<file path="src/rtl/core/plks_pkg.sv">
// plks_pkg: shared types, constants and helpers for the pooled linked-list key store
// used by the controller, datapath and top level; no dependencies
`default_nettype none
package plks_pkg;
  localparam int POOL_BLOCKS = 64;
  localparam int VALUE_BYTES = 8;
  localparam int BW = $clog2(POOL_BLOCKS);
  localparam int FW = $clog2(POOL_BLOCKS + 1);
  localparam int VW = 8 * VALUE_BYTES;

  typedef logic [BW-1:0] blk_t;

  typedef enum logic [1:0] {
    MODE_INSERT = 2'd0,
    MODE_DELETE = 2'd1,
    MODE_LOOKUP = 2'd2,
    MODE_REMOVE = 2'd3
  } mode_t;

  typedef enum logic [2:0] {
    ST_OK       = 3'd0,
    ST_TOO_LONG = 3'd1,
    ST_FULL     = 3'd2,
    ST_NOT_FND  = 3'd3,
    ST_EMPTY    = 3'd4
  } status_t;

  // controller to datapath
  typedef struct packed {
    logic latch;    // capture request, start read of head
    logic ins;      // write new record at lowest free
    logic step;     // advance walk to next record
    logic unlink;   // remove current record
    logic scan;     // advance free scan by one block
    logic res_ok;   // load result from current record
    logic res_err;  // load error result
    logic res_ins;  // load result from inserted record
  } cmd_t;

  // datapath to controller
  typedef struct packed {
    logic   too_long;
    logic   full;
    logic   empty;
    logic   hit;
    logic   last;
    logic   scan_done;
  } sts_t;

  function automatic logic [VW-1:0] byte_mask(input logic [3:0] len);
    logic [VW-1:0] m;
    m = '0;
    for (int i = 0; i < VALUE_BYTES; i++) begin
      if (32'(i) < 32'(len)) m[8*i +: 8] = 8'hff;
    end
    return m;
  endfunction
endpackage
`default_nettype wire

</file>
<file path="src/rtl/core/plks_ctrl.sv">
// plks_ctrl: request sequencer for the key store
// depends on plks_pkg
`default_nettype none
module plks_ctrl import plks_pkg::*; (
  input  wire logic clk,
  input  wire logic rst_n,
  input  wire logic in_valid,
  output logic      in_ready,
  input  wire mode_t in_mode,
  output logic      out_valid,
  input  wire logic out_ready,
  output cmd_t      cmd,
  input  wire sts_t sts
);
  typedef enum logic [5:0] {
    S_IDLE  = 6'b000001,
    S_READ  = 6'b000010,
    S_WALK  = 6'b000100,
    S_SCAN  = 6'b001000,
    S_DONE  = 6'b010000,
    S_WAIT  = 6'b100000
  } state_t;

  state_t state_r, state_nxt;
  mode_t  mode_r;
  logic   ov_r, ov_nxt;

  always_ff @(posedge clk) begin
    if (!rst_n) begin
      state_r <= S_IDLE;
      ov_r    <= 1'b0;
    end else begin
      state_r <= state_nxt;
      ov_r    <= ov_nxt;
    end
    if (in_valid && in_ready) mode_r <= in_mode;
  end

  assign in_ready  = (state_r == S_IDLE);
  assign out_valid = ov_r;

  always_comb begin
    state_nxt = state_r;
    ov_nxt    = ov_r;
    cmd       = '0;
    if (ov_r && out_ready) ov_nxt = 1'b0;
    unique case (state_r)
      S_IDLE: begin
        if (in_valid) begin
          cmd.latch = 1'b1;
          state_nxt = S_READ;
        end
      end
      S_READ: begin
        if (mode_r == MODE_INSERT) begin
          if (sts.too_long || sts.full) begin
            cmd.res_err = 1'b1;
            state_nxt   = S_WAIT;
          end else begin
            cmd.ins     = 1'b1;
            cmd.res_ins = 1'b1;
            state_nxt   = S_SCAN;
          end
        end else if (sts.empty) begin
          cmd.res_err = 1'b1;
          state_nxt   = S_WAIT;
        end else begin
          state_nxt = S_WALK;
        end
      end
      S_WALK: begin
        if (sts.hit) begin
          cmd.res_ok = 1'b1;
          if (mode_r != MODE_LOOKUP) begin
            cmd.unlink = 1'b1;
          end
          state_nxt = S_WAIT;
        end else if (sts.last) begin
          cmd.res_err = 1'b1;
          state_nxt   = S_WAIT;
        end else begin
          cmd.step = 1'b1;
        end
      end
      S_SCAN: begin
        if (sts.scan_done) state_nxt = S_WAIT;
        else cmd.scan = 1'b1;
      end
      S_WAIT: begin
        ov_nxt    = 1'b1;
        state_nxt = S_DONE;
      end
      S_DONE: begin
        if (ov_r && out_ready) state_nxt = S_IDLE;
      end
      default: state_nxt = S_IDLE;
    endcase
  end
endmodule
`default_nettype wire

</file>
<file path="config.mk">
export PLATFORM = sky130hd
export DESIGN_NAME = plks_ctrl
export DESIGN_NICKNAME = d
export VERILOG_FILES = /design/src/rtl/core/plks_pkg.sv /design/src/rtl/core/plks_ctrl.sv
export SDC_FILE = /design/constraint.sdc
export NUM_CORES = 1
export LEC_CHECK = 0
export ABC_AREA = 0
export BUFFER_PORTS_ARGS = -buffer_cell sky130_fd_sc_hd__buf_4
export CORE_UTILIZATION = 45
export DETAILED_ROUTE_END_ITERATION = 10
export HOLD_SLACK_MARGIN = 0.05
export PLACE_DENSITY_LB_ADDON = 0.05
export REMOVE_ABC_BUFFERS = 1
export SLEW_MARGIN = 15
export SYNTH_ARGS = -nofsm -noshare
export SYNTH_HDL_FRONTEND = slang
export SYNTH_SLANG_ARGS = --single-unit
</file>
<file path="constraint.sdc">
create_clock -name clk -period 1.71 [get_ports clk]
set_input_delay 0.342 -clock clk [delete_from_list [all_inputs] [get_ports clk]]
set_output_delay 0.342 -clock clk [all_outputs]
set_load 0.02 [all_outputs]
</file>
* After elaboration in Yosys (flattened, before gate mapping)
Index checks and enable logic that the tools add are counted. W data, S select, Z words.
Storage, ports and cells: register bits after elaboration 9, logic and storage cells 51
Cells by class: multiplexer cells 31, eq/ne operators 11, reductions and logical operators 6
Operators by type and width (count):
- $mux W6 | 8
- $pmux W6 S6 | 1
- $mux W1 | 20
- $ne A2 B2 Y1 const B | 4
- $eq A6 B1 Y1 const B | 1
- $eq A6 B2 Y1 const B | 1
- $eq A6 B3 Y1 const B | 1
- $eq A6 B4 Y1 const B | 1
- $eq A6 B5 Y1 const B | 1
- $eq A6 B6 Y1 const B | 1
- $reduce_and A4 Y1 | 1
- $ne A3 B3 Y1 const B | 1
- $logic_and A1 B1 Y1 | 2
- $logic_not A2 Y1 | 1
- $mux W2 | 1
- $pmux W1 S2 | 1
- $reduce_bool A2 Y1 | 1
- $logic_or A1 B1 Y1 | 1

* Longest topological paths before layout
depth in word-level cells 4, depth in mapped cells 6, gate-level depth less buffers 5

* Worst setup path before layout
Ideal clock, no wire load.
path kind register to output, start point register state_r[5], end point output cmd[4] in the netlist's numbering, path slack -154 ps, stages on the path, launching flop included 5, arrival 1522 ps, path through dfxtp_1 nor4_2 and3b_1 and2_1 a21boi_1
RTL lines:
- from (decl) | RTL line plks_ctrl.sv:24 | state_t state_r, state_nxt;
- from (signal assigned) | RTL line plks_ctrl.sv:33 | state_r <= state_nxt;
- to (decl) | RTL line plks_ctrl.sv:12 | output cmd_t cmd,

==> results.txt <==
run status: finished, violations left
failing checks: negative setup slack
Synth top area share: 0.2393
fill count: 76
Ports: 22
type of origin of the critical path: flop
Synth top cells by count: dfxtp_1, nor2_1
CTS Buffer Depth: 2
Syn-to-layout area delta: 67.52%
Max stage delay on crit path: 360 ps
area taken by multi-input logic gates: 395.4 um^2
CP max-delay cell: dfxtp_4
final slew viol count: 0
design area: 980.9 um^2
Sink Count: 9
Hold Vio Cnt, Final: 0
grt peak-use layer: met2
PnR worst setup slack: -217.9 ps
global-route met1 utilization: 0.2757
endpoint type of the worst setup path: output port
FF+latch area: 215.2 um^2
DRT Pass-1 Iters: 4
die area: 1449 um^2
Most used DFF post-synth: dfxtp_1
clk_lat worst skew: 260 ps
Slew @ Worst Pin: 406.3 ps
Cells after Synth: 60
WP data required: 1370 ps
CP Max Fanout: 3
CP bufs+invs: 1
via/cell ratio: 5.357
final net count: 111
most frequent cell after synthesis: dfxtp_1
port buffer count: 21
CTS tree: built
non-filler cells in the finished layout: 112
Die Height: 38.07 um
Final ANT Viol Nets: 0
crit-path leading delay family: simple AND/OR/NAND/NOR gates
Routability Congestion: 0.7424
share of cells above drive strength 1: 0.6429
setup TNS: -996.8 ps
Netlist cell types: 34
HPWL after DPL: 1135 um
Avg Inst Size Synth: 9.759 um^2
synth top area cells: dfxtp_1, edfxtp_1, nor4_2
post-DR wirelength/cell: 15.02 um
Root Buffer: clkbuf_4
Tmin final: 1928 ps
largest net degree at the start of global routing: 9
worst hold slack: 254.9 ps
met2 Track Usage GR: 0.3941
GR Util met3: 0.05233
Worst Path Arrival: 1590 ps
post-synthesis sequential area ratio: 0.3419
GRT overflow: 0
gr usage total: 0.2291
Power Total: 1.203 mW
Async SR Flop Fraction: 0
Diodes inserted: 0
CTS Hold Bufs: 0
cells along the critical path: nor4_4 -> and3b_1 -> and2_4 -> a21boi_2 -> buf_4
Total Wirelength: 1682 um
Starting Density: 0.5065
Reg clk slew, reported paths: 60 ps
Worst VDD drop: 888.7 uV
headroom to the max-slew limit: 0.7268
Final Core Density: 0.8485
initial drt markers: 5
number of global-route vias before repair: 520
critical path start-end classification: flop to output port
initial antenna violation count: 0
number of enable flip-flop cells after synthesis: 2
pwr dens: 1226 nW/um^2
min-delay worst type: primary input to flop
mapped cell area: 585.6 um^2
# setup viols final: 9
post-synthesis register bit count: 9
yosys warns: 0
total CTS buffers: 3
DRC viols: 0
crit share post-route: 1.127
core area: 1156 um^2
htree depth: 1
Horiz. Die Dim: 38.07 um
clk_skew: 3.075 ps
P_leak: 0.4307 nW
Placed Cells: 99
post-synth top area cell: dfxtp_1
maximum clock rate: 0.5187 GHz
pre-CTS WS: -2.829 ps
RSZ-0062 raised after global routing: yes
maxcap violations: 0
first-pass GRT wire length: 2214 um
vias: 600
post-place instance area: 787.0 um^2
Cell Rows: 12
## final timing paths
check,start,endpoint,slack [ps],cells after the start
min reg2reg,out_valid,out_valid,500,2
min,in_mode[1],mode_r[1],250,1
max reg2reg,state_r[0],state_r[0],-10,8
max,state_r[0],cmd[4],-220,5
## power by group
part | internal, mW | total [mW] | switching, mW
sequential | 0.269 | 0.324 | 0.0547
combinational | 0.423 | 0.712 | 0.289
clock | 0.0901 | 0.167 | 0.0768
total | 0.782 | 1.20 | 0.421
## area by class of cell
cell class,instances,share of cell area
multi-input cells,45,0.4031
repair buffers,37,0.3214
flip-flops and latches,9,0.2194
clock buffers,4,0.02679
well taps,14,0.01786
inverters,3,0.01148
## sequential cells by signal (all words and copies together), names as in the netlist
signal,count
state_r,6
out_valid,1
mode_r,2
## metal layers
layer / vias up / share of wire
met3: 2 / 0.029
met5: - / 0
met2: 19 / 0.51
met1: 282 / 0.45
li1: 297 / -
met4: 0 / 0.0077
## cells by family after synthesis
logic type,count (synthesis),share of synthesized area
AOI/OAI and AO/OA,13,0.2008
xor gates and xnor gates,1,0.01496
buffers and inverters,6,0.06409
DFF,9,0.3419
and+or+nand+nor,31,0.3783
## placed cells by master, fill, tap and decap left out, drive strengths merged, types with 2 or more instances in the layout
master	netlist	layout
a21boi	3	3
and2	4	4
and3	2	2
and3b	2	2
buf	3	37
clkbuf	0	4
dfxtp	7	7
edfxtp	2	2
inv	3	3
nand2	2	2
nor2	5	5
nor2b	3	3
nor3	4	4
nor4	4	4
o21a	2	2
o31ai	2	2
## timing repair
action / CTS / global route
endpoints found under the hold margin: 0 / 0
gates resized for setup: 23 / 5
pin swaps: 7 / 4
buffers inserted: 3 / 6
setup endpoints to repair: 8 / 9
cloned: 0 / 0
## worst register-to-register path: cells and delay by family (launching register included)
family	cells	cell delay, ps
AOI/OAI and AO/OA	2	110
and+or+nand+nor	3	740
DFF	1	360
buffers and inverters	3	380
(Power assumes the default switching activity.)
